## src/design/vap_pkg.sv

```systemverilog
// ----------------------------------------------------------------------------
// vap_pkg
// Shared types and constants of the video ram access port.
// ----------------------------------------------------------------------------
`default_nettype none

package vap_pkg;

    // bus access kinds
    localparam logic [2:0] KIND_ADDR_LO = 3'd0;
    localparam logic [2:0] KIND_ADDR_HI = 3'd1;
    localparam logic [2:0] KIND_DATA_LO = 3'd2;
    localparam logic [2:0] KIND_DATA_HI = 3'd3;
    localparam logic [2:0] KIND_READ_LO = 3'd4;
    localparam logic [2:0] KIND_READ_HI = 3'd5;

    // register indexes
    localparam logic [1:0] REG_STEP    = 2'd0;
    localparam logic [1:0] REG_REMAP   = 2'd1;
    localparam logic [1:0] REG_ADVANCE = 2'd2;

    // remap modes
    localparam logic [1:0] REMAP_NONE = 2'd0;
    localparam logic [1:0] REMAP_8    = 2'd1;
    localparam logic [1:0] REMAP_9    = 2'd2;
    localparam logic [1:0] REMAP_10   = 2'd3;

    // step select codes
    localparam logic [1:0] STEP_1   = 2'd0;
    localparam logic [1:0] STEP_32  = 2'd1;

    localparam int ADDR_W = 16;
    localparam int WORD_W = 16;

    typedef enum logic [6:0] {
        ST_CLEAR = 7'b0000001,
        ST_IDLE  = 7'b0000010,
        ST_MUL   = 7'b0000100,
        ST_RED   = 7'b0001000,
        ST_RD    = 7'b0010000,
        ST_UPD   = 7'b0100000,
        ST_HOLD  = 7'b1000000
    } state_t;

    typedef struct packed {
        logic [1:0] step_select;
        logic [1:0] remap_mode;
        logic       advance_on_high;
    } cfg_t;

    typedef struct packed {
        logic accept;
        logic clr_en;
        logic mul_en;
        logic red_en;
        logic rd_en;
        logic upd_en;
        logic out_load;
    } cmd_t;

    typedef struct packed {
        logic clr_last;
    } status_t;

    function automatic logic [ADDR_W-1:0] step_size(input logic [1:0] sel);
        logic [ADDR_W-1:0] s;
        unique case (sel)
            STEP_1:  s = 16'd1;
            STEP_32: s = 16'd32;
            default: s = 16'd128;
        endcase
        return s;
    endfunction

endpackage

`default_nettype wire

```

## src/design/vap_ctrl.sv

```systemverilog
// ----------------------------------------------------------------------------
// vap_ctrl
// Sequencer of the access port: clearing pass, per-word steps, output hold.
// ----------------------------------------------------------------------------
`default_nettype none

module vap_ctrl (
    input  wire logic             clk,
    input  wire logic             rst_n,
    input  wire logic             in_valid,
    output logic                  in_stall,
    output logic                  out_valid,
    input  wire logic             out_stall,
    output vap_pkg::cmd_t         cmd,
    input  wire vap_pkg::status_t status
);

    vap_pkg::state_t state_reg, state_next;
    logic            out_valid_reg, out_valid_next;
    logic            accept;
    logic            out_load;

    assign in_stall = (state_reg != vap_pkg::ST_IDLE);
    assign accept   = in_valid && !in_stall;

    // result register is free or is being taken this cycle
    assign out_load = ((state_reg == vap_pkg::ST_UPD) || (state_reg == vap_pkg::ST_HOLD))
                      && (!out_valid_reg || !out_stall);

    always_comb
    begin
        state_next = state_reg;
        unique case (state_reg)
            vap_pkg::ST_CLEAR: if (status.clr_last) state_next = vap_pkg::ST_IDLE;
            vap_pkg::ST_IDLE:  if (accept) state_next = vap_pkg::ST_MUL;
            vap_pkg::ST_MUL:   state_next = vap_pkg::ST_RED;
            vap_pkg::ST_RED:   state_next = vap_pkg::ST_RD;
            vap_pkg::ST_RD:    state_next = vap_pkg::ST_UPD;
            vap_pkg::ST_UPD:   state_next = out_load ? vap_pkg::ST_IDLE : vap_pkg::ST_HOLD;
            vap_pkg::ST_HOLD:  if (out_load) state_next = vap_pkg::ST_IDLE;
            default:           state_next = vap_pkg::ST_IDLE;
        endcase
    end

    always_comb
    begin
        priority if (out_load)
            out_valid_next = 1'b1;
        else if (out_valid_reg && !out_stall)
            out_valid_next = 1'b0;
        else
            out_valid_next = out_valid_reg;
    end

    always_ff @(posedge clk or negedge rst_n)
    begin
        if (!rst_n)
        begin
            state_reg     <= vap_pkg::ST_CLEAR;
            out_valid_reg <= 1'b0;
        end
        else
        begin
            state_reg     <= state_next;
            out_valid_reg <= out_valid_next;
        end
    end

    assign out_valid    = out_valid_reg;
    assign cmd.accept   = accept;
    assign cmd.clr_en   = (state_reg == vap_pkg::ST_CLEAR);
    assign cmd.mul_en   = (state_reg == vap_pkg::ST_MUL);
    assign cmd.red_en   = (state_reg == vap_pkg::ST_RED);
    assign cmd.rd_en    = (state_reg == vap_pkg::ST_RD);
    assign cmd.upd_en   = (state_reg == vap_pkg::ST_UPD);
    assign cmd.out_load = out_load;

endmodule

`default_nettype wire

```

## config.mk

```make
export PLATFORM = sky130hd
export DESIGN_NAME = vap_ctrl
export DESIGN_NICKNAME = d
export VERILOG_FILES = /design/src/design/vap_pkg.sv /design/src/design/vap_ctrl.sv
export SDC_FILE = /design/constraint.sdc
export NUM_CORES = 1
export LEC_CHECK = 0
export BUFFER_PORTS_ARGS = -buffer_cell sky130_fd_sc_hd__buf_4
export CAP_MARGIN = 20
export CORE_AREA = 5 5 42 44
export CTS_CLUSTER_DIAMETER = 40
export CTS_CLUSTER_SIZE = 24
export DETAILED_ROUTE_END_ITERATION = 8
export DIE_AREA = 0 0 47 49
export RECOVER_POWER = 50
export SKIP_CTS_REPAIR_TIMING = 1
export SLEW_MARGIN = 10
export SYNTH_ARGS = -nofsm -noshare
export SYNTH_HDL_FRONTEND = slang
export SYNTH_SLANG_ARGS = --single-unit
```

## constraint.sdc

```tcl
create_clock -name clk -period 2.85 [get_ports clk]
set_clock_uncertainty 0.15 [all_clocks]
set_input_delay 0.4275 -clock clk [delete_from_list [all_inputs] [get_ports clk]]
set_output_delay 0.4275 -clock clk [all_outputs]
set_load 0.1 [all_outputs]
```

After elaboration in Yosys (flattened, before gate mapping):

Index checks and enable logic that the tools add are counted.

* $add $sub $neg: 0
* multipliers: 0
* div/mod/pow operators: 0
* order comparisons: 0
* equal/unequal tests: 11
* shift-type cells: 0
* multiplexer cells: 7
* bitwise operators: 0
* reductions and logical operators: 10

Operator list (number)
* $pmux 7 s7: 1
* $mux 7: 4
* $eq 7x1->1 const B: 1
* $eq 7x2->1 const B: 1
* $eq 7x3->1 const B: 1
* $eq 7x4->1 const B: 1
* $eq 7x5->1 const B: 1
* $eq 7x6->1 const B: 1
* $eq 7x7->1 const B: 1
* $ne 7x2->1 const B: 1
* $ne 2x2->1 const B: 2
* $logic_and 1x1->1: 3
* $logic_not 1->1: 3
* $reduce_and 3->1: 1
* $logic_or 1x1->1: 2
* $mux 1: 2
* $ne 2x1->1 const B: 1
* $reduce_bool 2->1: 1

* flip-flop bits (word level): 8
* latch bits: 0
* RAM bits: 0
* bits in read-only memories: 0
* input port bits: 5
* output and inout port bits: 9
* logic and storage cells: 30
* memories: 0

Logic depth before layout (Yosys ltp):

Gate-level depths: netlist of the first run.

* word-level depth: 5
* depth in mapped cells: 6
* depth with buffers taken out: 4

Least setup slack after synthesis of the first run:

Ideal clock, no wire load.

* path kind: register to output
* start: register state_reg[4]
* end: output cmd[5] (netlist bit)
* arrival time: 4.134 ns
* required time: 2.273 ns
* slack: -1.861 ns
* cell stages (with the launch flop): 4
* path buffers: 1
* path through: dfrtp_1 buf_6 or4_4 nor4b_1

RTL lines
* from (decl): line vap_ctrl.sv:18 `vap_pkg::state_t state_reg, state_next;`
* from (signal assigned): line vap_ctrl.sv:59 `state_reg <= vap_pkg::ST_CLEAR;`
* from (signal assigned): line vap_ctrl.sv:64 `state_reg <= state_next;`
* to (decl): line vap_ctrl.sv:14 `output vap_pkg::cmd_t cmd,`

==> flow_results.org, run 1 <==
** Detailed routing
- First-pass iteration count of the detailed router :: 4
- The detailed router placed 447 vias in this run.
- After detailed routing, the average wire length per cell comes to 13.6 um.
- Using the TritonRoute via totals, the vias-per-cell ratio works out to 5.45.
- DRC violations left :: 0
- In this run, the number of DRC markers left after iteration 0 of detailed routing was 7.
- Count of antenna-violating nets left after detailed routing :: 0
- Detailed Route WL :: 1120 um

** Place
- Worst setup slack before clock tree synthesis :: 0.268 ns
- Last weighted congestion value of the routability-driven placer :: 0.754
- Count of input and output buffers :: 13
- The wire-length estimate of the detail-placed layout is 810 um.
- In this run, placement finished with an instance count of 77.
- Total placed instance area :: 598 sq um

** STA
- The final critical path takes up 96.7% of the cycle.
- Measured against its own limit, the worst slew margin works out to 22.1%.
- Final setup violation count :: 0
- Max-slew violation total from the final report :: 0
- The final count of hold timing violations was 0.
- Post-Route Setup TNS :: 0 ns
- Final critical path time including I/O delays and setup :: 2.76 ns
- Worst setup margin :: 0.0932 ns
- Setup repair after global routing missed its margin :: false
- Static timing analysis puts the maximum clock frequency at 363 MHz.
- At the pin with the least slew margin, the transition time is 1.17 ns.

** Critical path
- Ordered list of cells on the worst path :: or4_4, or4b_4, nor2_2, buf_6
- Type of destination of the critical path :: output pin
- The worst register-to-register path begins at state_reg[3].
- The critical path starts at state_reg[3].
- Critical register-to-register path endpoint :: state_reg[1]
- The largest single stage delay on the critical path is 0.57 ns.
- Critical Path Slowest Stage Cell :: sky130_fd_sc_hd__or4_4
- Arrival @ worst endpoint :: 2.18 ns
- Critical Setup Path Class :: reg2out
- Kind of start point of the critical path :: flop
- At the worst endpoint, the required time is 2.27 ns.
- Worst reg2reg path depth :: 4
- Worst R2R Setup Slack :: 0.85 ns
- Peak fanout along the critical path :: 6

** Flow run
- Reported max-cap violation count :: 0

** Status
- Run status :: finished, final reports clean

** Floorplanning
- In this run the vertical extent of the chip is 49 um.
- The die covers 2300 sq um.
- Initial cell density of the core :: 35.2%
- The core region is 1400 sq um.
- Standard-cell row count :: 14
- Number of I/O pins :: 14
- Measured along the x axis, the die boundary spans 47 um.

** Cells and area
- Nets :: 72
- Registers take 203 sq um.
- Multi-input combinational cell area :: 267 sq um
- Compared with the post-synthesis result, the final layout area differs by 28.7%.
- Counting the fill cells in the layout gives 149.
- 0 antenna diodes ended up in the layout.
- Final Cell Area :: 634 sq um
- Number of flip-flops under the largest register name :: 7
- Fraction of final layout cells with drive strength greater than 1 :: 37.9%
- Final cell count without fillers :: 82

** Min path
- In this run the most critical hold path is launched from status.
- The path class of the tightest hold or removal check is in2reg.
- Hold Path Cell Cnt :: 2
- Endpoint, Worst Hold :: state_reg[0]

** Yosys
- The most common cell in the synthesized netlist is sky130_fd_sc_hd__dfrtp_1.
- Most frequent cells after synthesis :: 7 x sky130_fd_sc_hd__dfrtp_1, 5 x sky130_fd_sc_hd__nor2_1, 5 x sky130_fd_sc_hd__nor4_1, 4 x sky130_fd_sc_hd__buf_4, 4 x sky130_fd_sc_hd__nor3_1
- After synthesis, flip-flops and latches occupy 40.9% of the total area.
- sky130_fd_sc_hd__dfrtp_1 takes more of the synthesized area than any other cell.
- In the synthesized netlist the async set-or-reset flop fraction comes to 100%.
- Ys flop type :: sky130_fd_sc_hd__dfrtp_1
- Synthesized area :: 493 sq um
- Averaged over all synthesized cells, the footprint is 9.13 sq um.
- Cells after synthesis :: 54
- Syn nets :: 59
- After synthesis, the netlist uses 28 different library cells.
- In this run, synthesis produced a sequential element count of 8.
- Number of flops mapped to enable cells by yosys :: 0
- Summed over its instances, the top area cell type makes up 35.5% of the synthesized netlist area.
- Ranked by total cell area, the synthesized netlist is headed by sky130_fd_sc_hd__dfrtp_1 36%, sky130_fd_sc_hd__nor4_1 6.3%, sky130_fd_sc_hd__buf_4 6.1%.
- Yosys printed 0 warnings.

** Power
- Across the VDD grid, the largest voltage drop is 0.480 mV.
- P_leak :: 0.286 nW
- Relative contribution of sequential cells to total power :: 24.7%
- Power per cell area :: 1030 nW/um^2
- Comb pwr share :: 60.5%
- Internal power :: 300 uW
- The analysis attributes to net switching a power of 355 uW.
- Switching share of power :: 54.2%
- The share of total power dissipated in the clock network is 14.8%.

** Clock tree
- TritonCTS sink count :: 8
- TritonCTS built the clock tree.
- In this run the number of H-tree levels came out at 1.
- Clock tree synthesis selected as its root buffer the cell sky130_fd_sc_hd__clkbuf_4.
- Clock latency on the worst-skew pair, taken at its later pin, is 0.26 ns.
- The number of clock buffers added by TritonCTS is 3.
- Clock-pin slew was measured on the worst setup and hold paths at 0.06 ns.
- Counting along the longest clock path gives a buffer depth of 2.

** GRT
- Pin count of the biggest net entering global routing :: 11
- Overall track demand over capacity in global routing :: 11.6%
- GRT Residual Overflow :: 0
- Wire length of the first global-routing pass :: 1860 um
- Vias in the first global route :: 432
- The initial antenna violation count was 0.
==> area by class of cell <==
type | instances | area share (%)
repair buffers | 16 | 18.1
well taps | 16 | 3.16
clock buffers | 4 | 4.14
multi-input cells | 37 | 42.0
flip-flops and latches | 8 | 32.0
inverters | 1 | 0.592
==> worst max-delay path by stage <==
stage / to / slack [ns] / cells past startpoint
after floorplan: cmd[5] / -0.44 / 3
after global placement: cmd[6] / 0.29 / 4
after detailed placement: cmd[6] / 0.27 / 4
after CTS: cmd[6] / -0.03 / 4
after global routing: cmd[6] / 0.02 / 4
final: cmd[6] / 0.09 / 4
==> cells in the final DEF, fill, tap and decap left out, drive strengths merged, types with 2 or more instances in the layout <==
| master | synthesis | routed |
|---|---|---|
| buf | 6 | 12 |
| nand2b | 3 | 3 |
| nand2 | 2 | 2 |
| nor3 | 4 | 4 |
| clkbuf | 2 | 7 |
| nor2 | 5 | 5 |
| dfrtp | 7 | 7 |
| or3 | 2 | 2 |
| nor4 | 5 | 5 |
| nand3 | 2 | 2 |
==> power groups by stage <==
stage                     clock network [mW]  registers, mW  logic, mW
after floorplan                            0          0.160      0.340
after global placement                     0          0.161      0.382
after detailed placement                   0          0.162      0.382
after CTS                              0.101          0.161      0.383
after global routing                   0.106          0.167      0.423
final                                 0.0967          0.162      0.397
==> stage by stage <==
step	hold WS, ns	total power, mW	utilization, %
global placement	0.103	0.543	42.7
detailed placement	0.103	0.544	42.7
finish	0.134	0.655	45.3
CTS	-0.178	0.645	44.6
floorplan	-0.0181	0.500	-
global route	0.127	0.696	45.3
==> layer usage <==
layer  share of wire [%]  vias to the layer above  GRT usage [%]  routed length (um)
met2                  49                       13           16.3                 547
met4                 2.4                        0           11.1                  27
met1                  43                      217           13.6                 478
li1                    -                      215              -                   -
met3                 5.6                        2           2.58                  62
met5                   0                        -              0                   0
==> worst max-delay path, delay by kind of cell, from the launching register on <==
kind          cells  cell delay [ns]
flops             1             0.44
simple gates      3             1.25
buf+inv           1             0.23
==> cells by family (layout without fill, tap and decap cells) <==
group	count (synthesis)	count (layout)	share of synthesized area [%]
AND/OR/NAND/NOR	32	32	38.8
buffers and inverters	9	21	11.7
flip-flops	8	8	40.9
AO/OA/AOI/OAI	3	3	5.08
XOR/XNOR	2	2	3.55
Note: power is estimated with default switching activity, not from simulation.
==> run 2, diff against run 1 <==
- BUFFER_PORTS_ARGS: -buffer_cell sky130_fd_sc_hd__buf_4 -> -buffer_cell sky130_fd_sc_hd__buf_2
- CAP_MARGIN: 20 -> not set
==> run 2 against run 1 <==
Routed wire length decreased by 1.3%. Combinational power about the same. Core utilization shrank 1.1 points. Power rose by 0.27%. Critical path depth unchanged. Via count down 2.5%. Non-clock buffer count unchanged. Critical path type unchanged. Largest power group unchanged.
==> flow_results.org, run 2 (same netlist as run 1, synthesis figures left out) <==
** Status
- Run status :: finished, final reports clean

** Critical path
- Crit path depth :: 4 (unchanged)
- Worst endpoint required time :: 2.27 ns (about the same)
- The critical path in this run is classified as reg2out.
- Type of destination of the critical path :: output pin
- The maximum fanout along the worst path was 6 (unchanged).
- Worst reg2reg path depth :: 4 (unchanged)
- On the critical path the largest part of the delay comes from simple AND/OR/NAND/NOR gates.
- STA classifies the critical path startpoint as a flop.
- The critical path goes through or4_4, or4b_4, nor2_2, buf_12.
- The worst path buffer plus inverter count is 1 (unchanged).
- Peak per-stage delay on the critical path :: 0.57 ns (about the same)
- The data arrival time at the worst-slack endpoint came to 2.19 ns (about the same).
- Critical Path Slowest Stage Cell :: sky130_fd_sc_hd__or4_4

** Power
- The part of the total power dissipated in the clock network is 14.9% (about the same).
- Internal power :: 300 uW (-0.13%)
- Net switching power :: 357 uW (+0.61%)
- Comb pwr share :: 60.3% (-0.2 points)
- The maximum vdd ir drop was 0.566 mV (+18%).
- Relative contribution of sequential cells to total power :: 24.8% (about the same)
- The proportion of total power due to net switching came to 54.4% (+0.18 points).
- The leakage dissipation was 0.290 nW (+1.4%).
- Power per cell area :: 1060 nW/um^2 (+2.7%)

** Detailed routing
- Count of antenna-violating nets left after detailed routing :: 0 (unchanged)
- The first-pass detailed-route iteration total was 3 (-1).
- Post-detailed-route via-to-cell ratio :: 5.32 (-2.5%)
- Overall via count from detail_route :: 436 (-2.5%)
- Routed len/inst :: 13.4 um (-1.3%)
- The final routed DRC violation total came to 0 (unchanged).
- The aggregate routed wire length was 1100 um (-1.3%).
- The DRC marker count from the first detailed-route iteration came to 2 (-5).

** Cells and area
- Nets :: 72 (unchanged)
- The final instance area came to 619 sq um (-2.4%).
- Number of flip-flops under the largest register name :: 7 (unchanged)
- Leaving out fill and tap cells, the most frequent cell in the layout is sky130_fd_sc_hd__buf_2.
- The number of antenna cells inserted was 0 (unchanged).
- Fraction of final layout cells with drive strength greater than 1 :: 39.4% (+1.5 points)
- Relative to the synthesized area, the layout overhead comes to 25.6%.
- Most frequent cells in the layout :: 11 x sky130_fd_sc_hd__buf_2, 6 x sky130_fd_sc_hd__dfrtp_1, 4 x sky130_fd_sc_hd__nor4_1, 4 x sky130_fd_sc_hd__nor2_1

** STA
- Period Utilization, post-route :: 97.3% (+0.54 points)
- Final hold violation count :: 0 (unchanged)
- The headroom to the max-slew limit came to 67.5% (+45 points).
- The fmax is 361 MHz (-0.56%).
- The measured slew at the worst slew-check pin is 0.491 ns (-0.683 ns).
- The worst hold slack is 0.144 ns (+0.00953 ns).
- The count of final max-slew check failures was 0 (unchanged).
- Final critical path time including I/O delays and setup :: 2.77 ns (+0.0154 ns)
- Final setup violation count :: 0 (unchanged)

** Clock tree
- The clock latency reported for the late side of the worst-skew pair was 0.26 ns (about the same).
- TritonCTS sink count :: 8 (unchanged)
- Clock tree synthesis selected as its root buffer the cell sky130_fd_sc_hd__clkbuf_4.
- Number of buffers inserted during clock tree synthesis :: 3 (unchanged)
- Post-CTS clock slew at the launch and capture registers of the worst setup and hold paths :: 0.06 ns (about the same)
- TritonCTS built the clock tree.
- The number of levels in the clock H-tree came to 1 (unchanged).
- Number of buffers on the longest clock path :: 2 (unchanged)

** Place
- The post-detailed-placement cell area is 581 sq um (-2.9%).
- The global placement routability congestion was 0.731 (-3.0%).
- Placed wire-length estimate :: 799 um (-1.4%)
- The number of buffer cells added on primary ports was 13 (unchanged).

** GRT
- The total congestion overflow after global routing came to 0 (unchanged).
- The via count of the first global-routing pass is 414 (-4.2%).
- Number of antenna violations at the first check in global routing :: 0 (unchanged)
- Pin count of the biggest net entering global routing :: 11 (unchanged)
- Overall track demand over capacity in global routing :: 11.4% (-0.20 points)
- The first-pass GRT wire length is 1840 um (-1.1%).

** Floorplanning
- The vertical extent of the die came to 49 um (unchanged).
- The floorplan die area is 2300 sq um (unchanged).
- The die width came to 47 um (unchanged).
- Initial cell density of the core :: 35.2% (unchanged)
- The core footprint came to 1400 sq um (unchanged).
- Number of I/O pins :: 14 (unchanged)
- The site row count is 14 (unchanged).

** Min path
- Hold Path Cell Cnt :: 2 (unchanged)
- The path class of the tightest hold or removal check is in2reg.

** Flow run
- The number of maximum-capacitance violations is 0 (unchanged).
## run 2: changes by cell type in the layout (fill, tap and decap cells not counted), sizes merged
cell,previous run,this run
buf,12,13
clkbuf,7,6
## run 2: worst register-to-register path, cell delays in order (launching register included)
cell and delay, ns:
sky130_fd_sc_hd__dfrtp_1 0.45, sky130_fd_sc_hd__or4_4 0.57, sky130_fd_sc_hd__or4b_4 0.57, sky130_fd_sc_hd__nand2_1 0.09, sky130_fd_sc_hd__o22ai_2 0.06
## run 2: worst paths after layout
check,from,to,slack [ns]
worst min register to register,state_reg[5],state_reg[6],0.47
max in group asynchronous,rst_n,state_reg[0],1.73
worst max register to register,state_reg[2],state_reg[1],0.84
worst min-delay path,status,state_reg[0],0.14
worst max-delay path,state_reg[2],cmd[6],0.08
min in group asynchronous,rst_n,state_reg[4],0.46
## run 2: area by class of cell
class / count / area [sq um]
fill: 153 / 782
sequential: 8 / 203
inverter: 1 / 3.75
timing repair buffer: 16 / 100
clock buffer: 4 / 26.3
multi-input combinational: 37 / 267
tap: 16 / 20.0
## run 2: power by group through the flow
stage / registers, mW / logic (mW) / clock network [mW]
CTS: 0.161 / 0.387 / 0.101
floorplan: 0.160 / 0.340 / 0
finish: 0.163 / 0.396 / 0.0978
global placement: 0.160 / 0.386 / 0
detailed placement: 0.162 / 0.386 / 0
global route: 0.169 / 0.419 / 0.106
## run 2: routing by layer
metal	share of wire [%]	track usage [%]	vias up
li1	-	-	217
met1	44	13.9	205
met2	46	15.8	10
met3	5.6	1.85	4
met4	4.7	11.1	0
met5	0	0	-
## run 2: through the flow
step / setup WS (ns) / std cells / total power, mW / TNS, ns / util (%)
3_3_place_gp: 0.302 / 77 / 0.547 / 0 / 41.4
3_5_place_dp: 0.274 / 77 / 0.548 / 0 / 41.4
2_1_floorplan: -0.443 / 54 / 0.500 / -0.788 / -
5_1_grt: -0.0102 / 82 / 0.695 / -0.0102 / 44.2
4_1_cts: -0.0300 / 81 / 0.649 / -0.0300 / 43.3
6_report: 0.0777 / 82 / 0.657 / 0 / 44.2
==> run 3, diff against run 2 <==
- clock period: 2.85 -> 3.3 ns (I/O delays scaled with it)
==> run 3 against run 2 <==
Non-clock buffer count down 2. Routed wire length is 7.7% lower. Sequential power shrank 12%. Cell count decreased by 2.4%. First-iteration DRC count rose to 5.0 times the previous value. Via count fell by 6.2%. Sequential share of layout area rose by 1.7 points. Sequential cell count unchanged. Power fell by 19%. Critical path depth unchanged. Global-route usage down 0.79 points. Core utilization shrank 2.4 points. Critical path type unchanged. Largest power group unchanged.
==> flow_results.org, run 3 (same netlist as run 1, synthesis figures left out) <==
** Floorplanning
- The core footprint is 1400 sq um (unchanged).
- The vertical extent of the die was 49 um (unchanged).
- Number of I/O pins :: 14 (unchanged)
- The die width is 47 um (unchanged).
- The floorplan die area is 2300 sq um (unchanged).
- Initial cell density of the core :: 35.2% (unchanged)
- Standard-cell row count :: 14 (unchanged)

** Cells and area
- From synthesis to final layout, the design area changed by 18.8%.
- The fraction of final layout cells sized beyond drive strength 1 is 34.4% (-5.0 points).
- Nets :: 70 (-2.8%)
- Leading cell type in the layout, fill and taps excluded :: sky130_fd_sc_hd__buf_2
- Diode insertion count for antenna repair :: 0 (unchanged)
- The final instance area was 586 sq um (-5.5%).
- Share of the core filled with cells in the final layout :: 41.8% (-2.4 points)
- Most frequent cells in the layout :: 12 x sky130_fd_sc_hd__buf_2, 7 x sky130_fd_sc_hd__dfrtp_1, 5 x sky130_fd_sc_hd__nor2_1, 4 x sky130_fd_sc_hd__nor4_1
- Number of flip-flops under the largest register name :: 7 (unchanged)

** STA
- The setup slack after layout was 0.223 ns (+0.146 ns).
- Period Utilization, post-route :: 93.2%
- Worst Tran Pin Value :: 0.486 ns (-0.00436 ns)
- Max Freq :: 325 MHz
- The final count of hold timing violations came to 0 (unchanged).
- Max-slew violation total from the final report :: 0 (unchanged)
- Setup repair after global routing left no endpoint under its margin.
- Final setup violation count :: 0 (unchanged)
- The headroom to the max-slew limit was 67.8% (+0.29 points).
- Post-Route Setup TNS :: 0 ns (unchanged)
- The worst path in the final design needs a cycle of 3.08 ns, including I/O delays and setup.

** Critical path
- Kind of start point of the critical path :: flop
- Worst endpoint required time :: 2.65 ns (+0.38 ns)
- Peak fanout along the critical path :: 8 (+2)
- STA classifies the critical path endpoint as an output pin.
- Arrival @ worst endpoint :: 2.43 ns (+0.24 ns)
- The critical path is of the reg2out type.

** Clock tree
- TritonCTS clock tree :: done
- Root cell of the clock tree :: sky130_fd_sc_hd__clkbuf_4
- H-tree lvl count :: 1 (unchanged)
- The clock tree buffer depth was 2 (unchanged).
- Insertion delay of the later-clocked pin in the worst-skew pair :: 0.26 ns (about the same)
- Number of buffers inserted during clock tree synthesis :: 3 (unchanged)
- Post-CTS clock slew at the launch and capture registers of the worst setup and hold paths :: 0.06 ns (about the same)
- TritonCTS sink count :: 8 (unchanged)

** GRT
- Pin count of the biggest net entering global routing :: 12 (+1)
- The via count of the first global-routing pass was 404 (-2.4%).
- The first-pass GRT wire length is 1700 um (-7.5%).
- The total congestion overflow after global routing is 0 (unchanged).
- Overall track demand over capacity in global routing :: 10.6% (-0.79 points)
- Number of antenna violations at the first check in global routing :: 0 (unchanged)

** Place
- Placed wire-length estimate :: 748 um (-6.4%)
- The post-detailed-placement cell area was 551 sq um (-5.2%).
- The number of buffer cells added on primary ports was 13 (unchanged).
- The global placement routability congestion was 0.705 (-3.6%).
- The setup slack at placement was 0.502 ns (+0.227 ns).

** Power
- Total power :: 535 uW (-19%)
- The maximum vdd ir drop was 0.398 mV (-30%).
- The power density over the cells is 914 nW/um^2 (-14%).
- P_leak :: 0.281 nW (-3.3%)

** Flow run
- Reported max-cap violation count :: 0 (unchanged)

** Detailed routing
- The final routed DRC violation total was 0 (unchanged).
- The number of nets with antenna violations after detailed routing is 0 (unchanged).
- Detailed Route WL :: 1020 um (-7.7%)
- The via-per-instance ratio was 5.11 (-3.8%).
- First-pass iteration count of the detailed router :: 4 (+1)
- The DRC marker count from the first detailed-route iteration was 10 (+8).
- The detailed-route wire length per cell is 12.7 um (-5.4%).
- Overall via count from detail_route :: 409 (-6.2%)

** Status
- Run status :: finished, final reports clean

** Min path
- Hold crit path type :: in2reg
[run 3: report_power, final]
part	leakage [nW]	total, mW	switching, mW	internal, mW
Clock	0.0150	0.0855	0.0389	0.0466
Combinational	0.162	0.305	0.234	0.0710
Sequential	0.104	0.144	0.0293	0.115
Total	0.281	0.535	0.302	0.233
[run 3: cell type report]
cell class,instances,area [sq um]
Fill cell,152,816
Clock buffer,4,26.3
Sequential cell,8,201
Timing Repair Buffer,14,73.8
Inverter,1,3.75
Multi-Input combinational cell,37,260
Tap cell,16,20.0
[run 3: worst paths after layout]
| check | startpoint | end | slack [ns] | cells past startpoint |
|---|---|---|---|---|
| worst min-delay path | status | state_reg[0] | 0.20 | 2 |
| worst min register to register | state_reg[1] | state_reg[0] | 0.49 | 2 |
| min in group asynchronous | rst_n | state_reg[3] | 0.53 | 2 |
| worst max register to register | state_reg[4] | state_reg[1] | 1.24 | 4 |
| max in group asynchronous | rst_n | state_reg[0] | 2.13 | 2 |
| worst max-delay path | state_reg[4] | cmd[6] | 0.22 | 4 |
[run 3: critical path: stages (launching register included)]
cell and delay, ns:
sky130_fd_sc_hd__dfrtp_1 0.48, sky130_fd_sc_hd__or4_4 0.54, sky130_fd_sc_hd__or4b_1 0.61, sky130_fd_sc_hd__nor2_1 0.11
sky130_fd_sc_hd__buf_2 0.43
[run 3: metal layers]
metal	vias to the layer above	GRT usage, %	share of wire [%]
met5	-	0	0
met4	0	5.53	2.3
met3	2	4.43	5.6
met2	11	15.8	45
met1	184	12.5	47
li1	212	-	-
[run 3: metrics by stage]
step | cells | hold slack [ns]
4_1_cts | 79 | -0.0838
5_1_grt | 80 | 0.199
2_1_floorplan | 54 | 0.0494
6_report | 80 | 0.202
3_5_place_dp | 75 | 0.202
3_3_place_gp | 75 | 0.204
